**config.mk**
```make
export PLATFORM = sky130hd
export DESIGN_NAME = robust_median_iqr_filter
export DESIGN_NICKNAME = d
export VERILOG_FILES = /design/src/rmiqr_pkg.sv /design/src/rmiqr_cell.sv /design/src/rmiqr_ctrl.sv /design/src/robust_median_iqr_filter.sv
export SDC_FILE = /design/constraint.sdc
export NUM_CORES = 2
export LEC_CHECK = 0
export BUFFER_PORTS_ARGS = -buffer_cell sky130_fd_sc_hd__buf_2
export CORE_UTILIZATION = 45
export DETAILED_ROUTE_END_ITERATION = 7
export HOLD_SLACK_MARGIN = 0.02
export SYNTH_ARGS = -nofsm -noshare
export SYNTH_HDL_FRONTEND = slang
export SYNTH_HIERARCHICAL = 1
export SYNTH_SLANG_ARGS = --single-unit
```
**constraint.sdc**
```tcl
create_clock -name clk -period 8.5 [get_ports clk]
set_input_delay 1.275 -clock clk [delete_from_list [all_inputs] [get_ports clk]]
set_output_delay 1.275 -clock clk [all_outputs]
set_load 0.05 [all_outputs]
```
**src/rmiqr_pkg.sv**
```systemverilog
// Shared types and constants for the outlier-rejected median filter.
package rmiqr_pkg;

	// Window length and derived sizes
	localparam int WINDOW  = 20;
	localparam int COUNT_W = $clog2(WINDOW + 1);
	localparam int IDX_W   = $clog2(WINDOW);
	localparam int Q1_IDX  = WINDOW / 4;
	localparam int Q3_IDX  = (3 * WINDOW) / 4;

	// Field and datapath widths
	localparam int SAMP_W   = 12;
	localparam int MED_W    = 13;
	localparam int KEEP_W   = 7;
	localparam int FACTOR_W = 10;
	localparam int IQR_W    = 13;
	localparam int PROD_W   = FACTOR_W + IQR_W;
	localparam int BND_W    = 26;

	localparam logic [FACTOR_W-1:0] FACTOR_RESET = FACTOR_W'(179);

	// Per-cycle command to every cell of the sorting chain
	typedef struct packed {
		logic ins;
		logic rot;
	} cell_ctl_t;

	// Fixed cell taps around both quartile positions
	typedef struct packed {
		logic signed [SAMP_W-1:0] q1_lo;
		logic signed [SAMP_W-1:0] q1_hi;
		logic signed [SAMP_W-1:0] q3_lo;
		logic signed [SAMP_W-1:0] q3_hi;
	} quart_taps_t;

	typedef enum logic [2:0] {
		ST_FILL,
		ST_QUART,
		ST_MUL,
		ST_BOUND,
		ST_SCAN1,
		ST_INDEX,
		ST_SCAN2,
		ST_EMIT
	} state_t;

endpackage

```
**src/rmiqr_cell.sv**
```systemverilog
// One cell of the insertion sorting chain; also rotates for scanning.
module rmiqr_cell import rmiqr_pkg::*; (
	input  logic                     clk,
	input  cell_ctl_t                ctl,
	input  logic signed [SAMP_W-1:0] sample,
	input  logic                     valid,
	input  logic signed [SAMP_W-1:0] prev_val,
	input  logic                     prev_shift,
	input  logic signed [SAMP_W-1:0] next_val,
	output logic signed [SAMP_W-1:0] val,
	output logic                     shift
);

	logic signed [SAMP_W-1:0] val_q;

	// Held entry moves right when it is larger than the new item
	assign shift = valid && (val_q > sample);
	assign val   = val_q;

	// Insert, rotate toward the head, or hold
	always_ff @(posedge clk) begin
		if (ctl.ins) begin
			if (!valid || shift) begin
				val_q <= prev_shift ? prev_val : sample;
			end
		end else if (ctl.rot) begin
			val_q <= next_val;
		end
	end

endmodule

```
**src/rmiqr_ctrl.sv**
```systemverilog
// Sequencer: window count, quartiles, bounds, two scans and result register.
module rmiqr_ctrl import rmiqr_pkg::*; (
	input  logic                       clk,
	input  logic                       arst_n,
	input  logic                       in_valid,
	output logic                       in_stall,
	input  logic        [FACTOR_W-1:0] factor,
	input  quart_taps_t                taps,
	input  logic signed [SAMP_W-1:0]   head,
	output cell_ctl_t                  ctl,
	output logic        [COUNT_W-1:0]  count,
	output logic                       out_valid,
	input  logic                       out_stall,
	output logic signed [MED_W-1:0]    median_snr,
	output logic        [KEEP_W-1:0]   kept_count
);

	state_t state_q, state_d;

	logic        [COUNT_W-1:0] count_q;
	logic        [IDX_W-1:0]   idx_q;
	logic signed [MED_W-1:0]   q1d_q, q3d_q;
	logic        [PROD_W-1:0]  prod_q;
	logic signed [BND_W-1:0]   lo_q, hi_q;
	logic        [COUNT_W-1:0] below_q, above_q, k_q;
	logic        [IDX_W-1:0]   m1_q, m2_q;
	logic signed [SAMP_W-1:0]  med_a_q, med_b_q;
	logic                      out_valid_q;
	logic signed [MED_W-1:0]   median_q;
	logic        [KEEP_W-1:0]  kept_q;

	logic signed [MED_W-1:0]   q1d, q3d, iqr_full;
	logic signed [BND_W-1:0]   head_x, prod_x;
	logic        [COUNT_W-1:0] k_c, m1_sum, m2_sum;
	logic                      accept, last_idx, load_out;

	assign accept   = (state_q == ST_FILL) && in_valid;
	assign last_idx = (idx_q == IDX_W'(WINDOW - 1));

	// Doubled quartiles from the fixed taps
	always_comb begin
		if (WINDOW % 2 == 0) begin
			q1d = MED_W'(taps.q1_lo) + MED_W'(taps.q1_hi);
			q3d = MED_W'(taps.q3_lo) + MED_W'(taps.q3_hi);
		end else begin
			q1d = MED_W'(taps.q1_hi) <<< 1;
			q3d = MED_W'(taps.q3_hi) <<< 1;
		end
	end

	assign iqr_full = q3d_q - q1d_q;
	assign prod_x   = $signed({{(BND_W - PROD_W){1'b0}}, prod_q});
	assign head_x   = BND_W'(head) <<< 9;

	// Survivor count and the two median positions inside the kept range
	assign k_c    = COUNT_W'(WINDOW) - below_q - above_q;
	assign m1_sum = below_q + ((k_c - COUNT_W'(1)) >> 1);
	assign m2_sum = below_q + (k_c >> 1);

	// Outputs of the sequencer
	always_comb begin
		in_stall = (state_q != ST_FILL);
		ctl.ins  = accept;
		ctl.rot  = (state_q == ST_SCAN1) || (state_q == ST_SCAN2);
		load_out = (state_q == ST_EMIT) && (!out_valid_q || !out_stall);
	end

	// Next state
	always_comb begin
		state_d = state_q;
		case (state_q)
			ST_FILL: begin
				if (accept && (count_q == COUNT_W'(WINDOW - 1))) begin
					state_d = ST_QUART;
				end
			end
			ST_QUART: state_d = ST_MUL;
			ST_MUL:   state_d = ST_BOUND;
			ST_BOUND: state_d = ST_SCAN1;
			ST_SCAN1: begin
				if (last_idx) begin
					state_d = ST_INDEX;
				end
			end
			ST_INDEX: state_d = ST_SCAN2;
			ST_SCAN2: begin
				if (last_idx) begin
					state_d = ST_EMIT;
				end
			end
			ST_EMIT: begin
				if (load_out) begin
					state_d = ST_FILL;
				end
			end
			default: state_d = ST_FILL;
		endcase
	end

	// Control registers
	always_ff @(posedge clk or negedge arst_n) begin
		if (!arst_n) begin
			state_q     <= ST_FILL;
			count_q     <= '0;
			out_valid_q <= 1'b0;
		end else begin
			state_q <= state_d;
			if (accept) begin
				count_q <= (count_q == COUNT_W'(WINDOW - 1)) ? '0 : count_q + COUNT_W'(1);
			end
			if (load_out) begin
				out_valid_q <= 1'b1;
			end else if (!out_stall) begin
				out_valid_q <= 1'b0;
			end
		end
	end

	// Datapath registers
	always_ff @(posedge clk) begin
		case (state_q)
			ST_QUART: begin
				q1d_q <= q1d;
				q3d_q <= q3d;
			end
			ST_MUL: begin
				prod_q <= PROD_W'(factor) * PROD_W'(iqr_full[IQR_W-1:0]);
			end
			ST_BOUND: begin
				lo_q    <= (BND_W'(q1d_q) <<< 8) - prod_x;
				hi_q    <= (BND_W'(q3d_q) <<< 8) + prod_x;
				below_q <= '0;
				above_q <= '0;
				idx_q   <= '0;
			end
			ST_SCAN1: begin
				if (head_x < lo_q) begin
					below_q <= below_q + COUNT_W'(1);
				end
				if (head_x > hi_q) begin
					above_q <= above_q + COUNT_W'(1);
				end
				idx_q <= idx_q + IDX_W'(1);
			end
			ST_INDEX: begin
				k_q   <= k_c;
				m1_q  <= m1_sum[IDX_W-1:0];
				m2_q  <= m2_sum[IDX_W-1:0];
				idx_q <= '0;
			end
			ST_SCAN2: begin
				if (idx_q == m1_q) begin
					med_a_q <= head;
				end
				if (idx_q == m2_q) begin
					med_b_q <= head;
				end
				idx_q <= idx_q + IDX_W'(1);
			end
			ST_EMIT: begin
				if (load_out) begin
					median_q <= MED_W'(med_a_q) + MED_W'(med_b_q);
					kept_q   <= KEEP_W'(k_q);
				end
			end
			default: begin
			end
		endcase
	end

	assign count      = count_q;
	assign out_valid  = out_valid_q;
	assign median_snr = median_q;
	assign kept_count = kept_q;

endmodule

```
**src/robust_median_iqr_filter.sv**
```systemverilog
// WINDOW items, one per cycle while the input is not stalled, fill the sorting chain
// of cells. After the last item the input stalls through the steps: quartiles, one
// multiply, bounds, a full rotation of the chain past its head cell, the median
// indices, a second full rotation, then the result register. The input reopens in
// the same cycle that the result is shown. Reset clears the window count, sequencer and
// output valid, and sets the factor register to 179; the chain itself needs no clearing.
module robust_median_iqr_filter import rmiqr_pkg::*; (
	input  logic                       clk,
	input  logic                       arst_n,
	input  logic                       cfg_valid,
	output logic                       cfg_ready,
	input  logic        [FACTOR_W-1:0] outlier_factor,
	input  logic                       in_valid,
	output logic                       in_stall,
	input  logic signed [SAMP_W-1:0]   snr_sample,
	output logic                       out_valid,
	input  logic                       out_stall,
	output logic signed [MED_W-1:0]    median_snr,
	output logic        [KEEP_W-1:0]   kept_count
);

	logic        [FACTOR_W-1:0] factor_q;
	cell_ctl_t                  ctl;
	logic        [COUNT_W-1:0]  count;
	quart_taps_t                taps;
	logic signed [SAMP_W-1:0]   cell_val   [WINDOW];
	logic                       cell_shift [WINDOW];

	// Configuration register, always writable
	assign cfg_ready = 1'b1;

	always_ff @(posedge clk or negedge arst_n) begin
		if (!arst_n) begin
			factor_q <= FACTOR_RESET;
		end else if (cfg_valid) begin
			factor_q <= outlier_factor;
		end
	end

	// Sorting chain: each cell sees its left and right neighbor
	for (genvar i = 0; i < WINDOW; i++) begin : g_cell
		logic signed [SAMP_W-1:0] prev_val;
		logic                     prev_shift;
		if (i == 0) begin : g_first
			assign prev_val   = '0;
			assign prev_shift = 1'b0;
		end else begin : g_rest
			assign prev_val   = cell_val[i-1];
			assign prev_shift = cell_shift[i-1];
		end
		rmiqr_cell u_cell (
			.clk        (clk),
			.ctl        (ctl),
			.sample     (snr_sample),
			.valid      (COUNT_W'(i) < count),
			.prev_val   (prev_val),
			.prev_shift (prev_shift),
			.next_val   (cell_val[(i + 1) % WINDOW]),
			.val        (cell_val[i]),
			.shift      (cell_shift[i])
		);
	end

	// Fixed taps around the quartile positions
	assign taps.q1_lo = cell_val[Q1_IDX - 1];
	assign taps.q1_hi = cell_val[Q1_IDX];
	assign taps.q3_lo = cell_val[Q3_IDX - 1];
	assign taps.q3_hi = cell_val[Q3_IDX];

	rmiqr_ctrl u_ctrl (
		.clk        (clk),
		.arst_n     (arst_n),
		.in_valid   (in_valid),
		.in_stall   (in_stall),
		.factor     (factor_q),
		.taps       (taps),
		.head       (cell_val[0]),
		.ctl        (ctl),
		.count      (count),
		.out_valid  (out_valid),
		.out_stall  (out_stall),
		.median_snr (median_snr),
		.kept_count (kept_count)
	);

endmodule

```
After elaboration in Yosys (flattened, before gate mapping)

Index checks and enable logic that the tools add are counted.

Multiply operators: 1
Reduce and logical (&&, ||, !) cells: 100
Equal/unequal tests: 38
Mux-type cells: 92
$lt $le $gt $ge: 42
Add/sub/neg operators: 15

Operators by type and width:

| kind                  | count |
|---|---|
| $mux W12              | 79 |
| $gt A12 B12 Y1        | 20 |
| $reduce_and A2 Y1     | 25 |
| $ne A2 B2 Y1 const B  | 23 |
| $lt A4 B5 Y1 const A  | 8 |
| $add A12 B12 Y13      | 3 |
| $pmux W5 S2           | 3 |
| $gt A21 B26 Y1        | 1 |
| $lt A21 B26 Y1        | 1 |
| $add A21 B24 Y25      | 1 |
| $sub A21 B24 Y25      | 1 |
| $pmux W3 S8           | 1 |
| $logic_and A1 B1 Y1   | 23 |
| $mul A10 B13 Y23      | 1 |
| $logic_not A1 Y1      | 22 |
| $logic_or A1 B1 Y1    | 22 |
| $add A5 B1 Y5 const B | 4 |
| $lt A3 B5 Y1 const A  | 4 |
| $lt A5 B5 Y1 const A  | 4 |
| $mux W5               | 3 |
| $sub A13 B13 Y13      | 1 |
| $eq A3 B3 Y1 const B  | 4 |
| $mux W3               | 4 |
| $add A5 B4 Y5         | 2 |
| 16 further kinds      | 28 |

Word-level logic and storage cells: 327
Output and inout port bits: 23
Input bits: 27
Register bits after elaboration: 432

Longest topological paths before layout

Depth after elaboration: 5
Mapped depth: 28
Depth with buffers taken out: 28

Cells and area by module

Netlist, hierarchy kept.

By module, submodules not included:

| module                   | area an instance (sq um) | cells each | sequential area each (sq um) | instances |
|---|---|---|---|---|
| rmiqr_cell               | 985.9                    | 99         | 360.3                        | 20 |
| rmiqr_ctrl               | 15511.1                  | 1469       | 5330.1                       | 1 |
| robust_median_iqr_filter | 601.8                    | 58         | 256.5                        | 1 |

Worst setup path before layout

Ideal clock, no wire load.

Path kind: register to register
From: register u_ctrl.q1d_q[0]
To: register u_ctrl.prod_q[16], data pin
Library setup time: 0.276 ns
Path buffers: 0
Cell stages (with the launch flop): 25
Required time: 8.224 ns
Data arrival time: 6.451 ns
Period minus slack after synthesis: 6.727 ns
Slack: 1.773 ns
Path through: edfxtp_1 > ha_1 > fa_1 > nor2b_1 > o21ai_2 > a21boi_1 > o21a_2 > o31a_1 > xor2_1 > nand2_1 > fa_1 > inv_1 > fa_1 > fa_1 > fa_1 > inv_1 > fa_1 > inv_1 > ha_1 > and2_1 > a311o_1 > o21ai_1 > nor2_1 > a2111oi_0 > a2111oi_0

Cells in the longest elaborated chain, start to end: 2

Ends and longest elaborated chain:

| what                   | RTL line          | text |
|---|---|---|
| from (decl)            | rmiqr_ctrl.sv:22  | `logic signed [MED_W-1:0] q1d_q, q3d_q;` |
| from (signal assigned) | rmiqr_ctrl.sv:123 | `q1d_q <= q1d;` |
| $sub A13 B13 Y13       | rmiqr_ctrl.sv:51  | `assign iqr_full = q3d_q - q1d_q;` |
| $mul A10 B13 Y23       | rmiqr_ctrl.sv:127 | `prod_q <= PROD_W'(factor) * PROD_W'(iqr_full[IQR_W-1:0]);` |
| to (signal assigned)   | rmiqr_ctrl.sv:127 |  |
| to (decl)              | rmiqr_ctrl.sv:23  | `logic [PROD_W-1:0] prod_q;` |

No other way between the ends.
A chain may end at the register's enable or synchronous reset.

Worst setup path after layout

Ends and elaborated chain as after synthesis.

==> flow_metrics.tcl <==
set metrics [dict create \
    status "completed" \
    syn_inst 3505 \
    fillerInstances 7314 \
    layout_min_cycle_time_ps 7166 \
    io_pins 50 \
    timing.final.crit_share 0.8431 \
    drt_wl_total_mm 95.39 \
    track_usage 0.2338 \
    final_cells 4667 \
    yosysWarnings 6 \
    max_freq_ghz 0.1395 \
    grt_pass1_wl_mm 147.7 \
    hold_viol 0 \
    cts_root_buffer "clkbuf_16" \
    route.vias.total 26200 \
    clkTransAtPathRegs_ps 60 \
    post-route-drc-count 0 \
    cts_max_level 2 \
    cts_tree "yes" \
    antenna_cells 0 \
    drive_above_1_share 0.1136 \
    die-area_um2 80710 \
    post_cts_buffers 0 \
    slew_violations 0 \
    initial_core_util 0.4541 \
    cts.sinks 429 \
    max_cap_violations 0 \
    crit_path_frequent_cell "fa_1" \
    worstPathRequired_ps 8850 \
    cts_buffers 54 \
    grt_overflow 0 \
    drtAntennaViolNets 0 \
    rows 103 \
    core_um2 78870 \
    timing.hold.ws_ps 421.4 \
    worstSetupPathType "reg2reg" \
    grt_max_degree 126 \
    fin_tns_setup_ps 0 \
    cpLargestDelayFamily "adder cells" \
    cpMaxStageDelayCell "fa_1" \
    portBuffers 46 \
    rsz0062_at_grt "false" \
    setup_viol 0 \
    critPathMaxFanout 10 \
    dp_slack_ps 1327 \
    syn_area_um2 35810 \
    setup_ws_ps 1334 \
    end_kind "register" \
    tightest_slew_ps 1281 \
    arrival_ps 7520 \
    dr.first_iter.drc_count 2016 \
    cts_resized 0 \
    die_h_um 284.1 \
    area_growth_pct 9.566 \
    clockBufferDepth 3 \
    max_stage_delay_ps 570 \
    hold_class "reg2reg" \
    syn_avg_cell_area_um2 10.22 \
    place_congestion 0.9064 \
    drt_first_pass_iters 6 \
    routed_via_density 5.615 \
    die_w_um 284.1 \
    antenna_found_initial 1 \
    final_nets 4126 \
    post_drt_wl_per_cell_um 20.44 \
    max-slew-margin-rel 0.1442 \
    finClkSkew_ps 39.52 \
    cts-hold-fix-buffers 0 \
    dpl.hpwl_mm 70.27 \
    dp_cells 4568 \
    clk-insertion-delay-late_ps 640 \
    critPathLaunchType "register" \
    path_buf_inv 4 \
    grt_pass1_vias 25310 \
]
==> flip-flops by register name, indices dropped and copies added (netlist names), 10 cells and up <==
name               flops
g_cell.u_cell/val    240
u_ctrl/lo_q           25
u_ctrl/hi_q           24
u_ctrl/prod_q         23
u_ctrl/median_snr     13
u_ctrl/q1d_q          13
u_ctrl/q3d_q          13
u_ctrl/med_a_q        12
u_ctrl/med_b_q        12
factor_q              10
==> metal layers <==
layer,vias to the layer above,global-route usage,wire length (um)
li1,12720,-,-
met1,12630,0.3369,45430
met2,699,0.3672,42340
met3,155,0.02970,5091
met4,0,0.06694,2519
met5,-,0,0
==> worst paths after layout <==
kind | slack, ps | depth (start not counted) | from | end
worst max register to register | 1330 | 25 | u_ctrl/q1d_q[0] | u_ctrl/prod_q[16]
worst min-delay path | 420 | 0 | u_ctrl/k_q[2] | u_ctrl/kept_count[2]
worst max-delay path | 1330 | 25 | u_ctrl/q1d_q[0] | u_ctrl/prod_q[16]
worst min register to register | 420 | 0 | u_ctrl/k_q[2] | u_ctrl/kept_count[2]
max in group asynchronous | 7400 | 1 | arst_n | factor_q[6]
min in group asynchronous | 670 | 1 | arst_n | u_ctrl/count[3]
==> stage by stage <==
| step | utilization | area, um^2 |
|---|---|---|
| final | 0.4975 | 39240 |
| after global routing | 0.4975 | 39240 |
| after CTS | 0.4975 | 39240 |
| after detailed placement | 0.4745 | 37420 |
| after global placement | 0.4745 | 37420 |
| after floorplan | - | 35870 |
==> area by class of cell <==
cell class              instances  area [um^2]  area share
inverters                     446         1674     0.04267
flip-flops and latches        429        12790      0.3261
clock inverters                35        386.6    0.009853
well taps                    1050         1314     0.03348
clock buffers                  64         1430     0.03645
repair buffers                110        723.2     0.01843
multi-input cells            2533        20920      0.5331
==> cell usage in the layout (no fill, tap or decap), types with 25 or more instances in the layout <==
| master | count |
|---|---|
| a211oi_1 | 26 |
| a21o_1 | 70 |
| a21oi_1 | 341 |
| and2_1 | 54 |
| buf_2 | 46 |
| buf_4 | 63 |
| clkbuf_16 | 55 |
| edfxtp_1 | 410 |
| fa_1 | 94 |
| ha_1 | 431 |
| inv_1 | 445 |
| mux2i_1 | 247 |
| nand2_1 | 110 |
| nand2b_1 | 26 |
| nand3_1 | 47 |
| nand4_1 | 32 |
| nor2_1 | 329 |
| nor2b_1 | 60 |
| nor3_1 | 26 |
| o211ai_1 | 26 |
| o21ai_0 | 65 |
| o21ai_1 | 26 |
| o31ai_1 | 25 |
| xnor2_1 | 85 |
| xor2_1 | 29 |
Power is not shown: default switching activity piles up to over one toggle a cycle in this logic, so the estimate is an artifact.
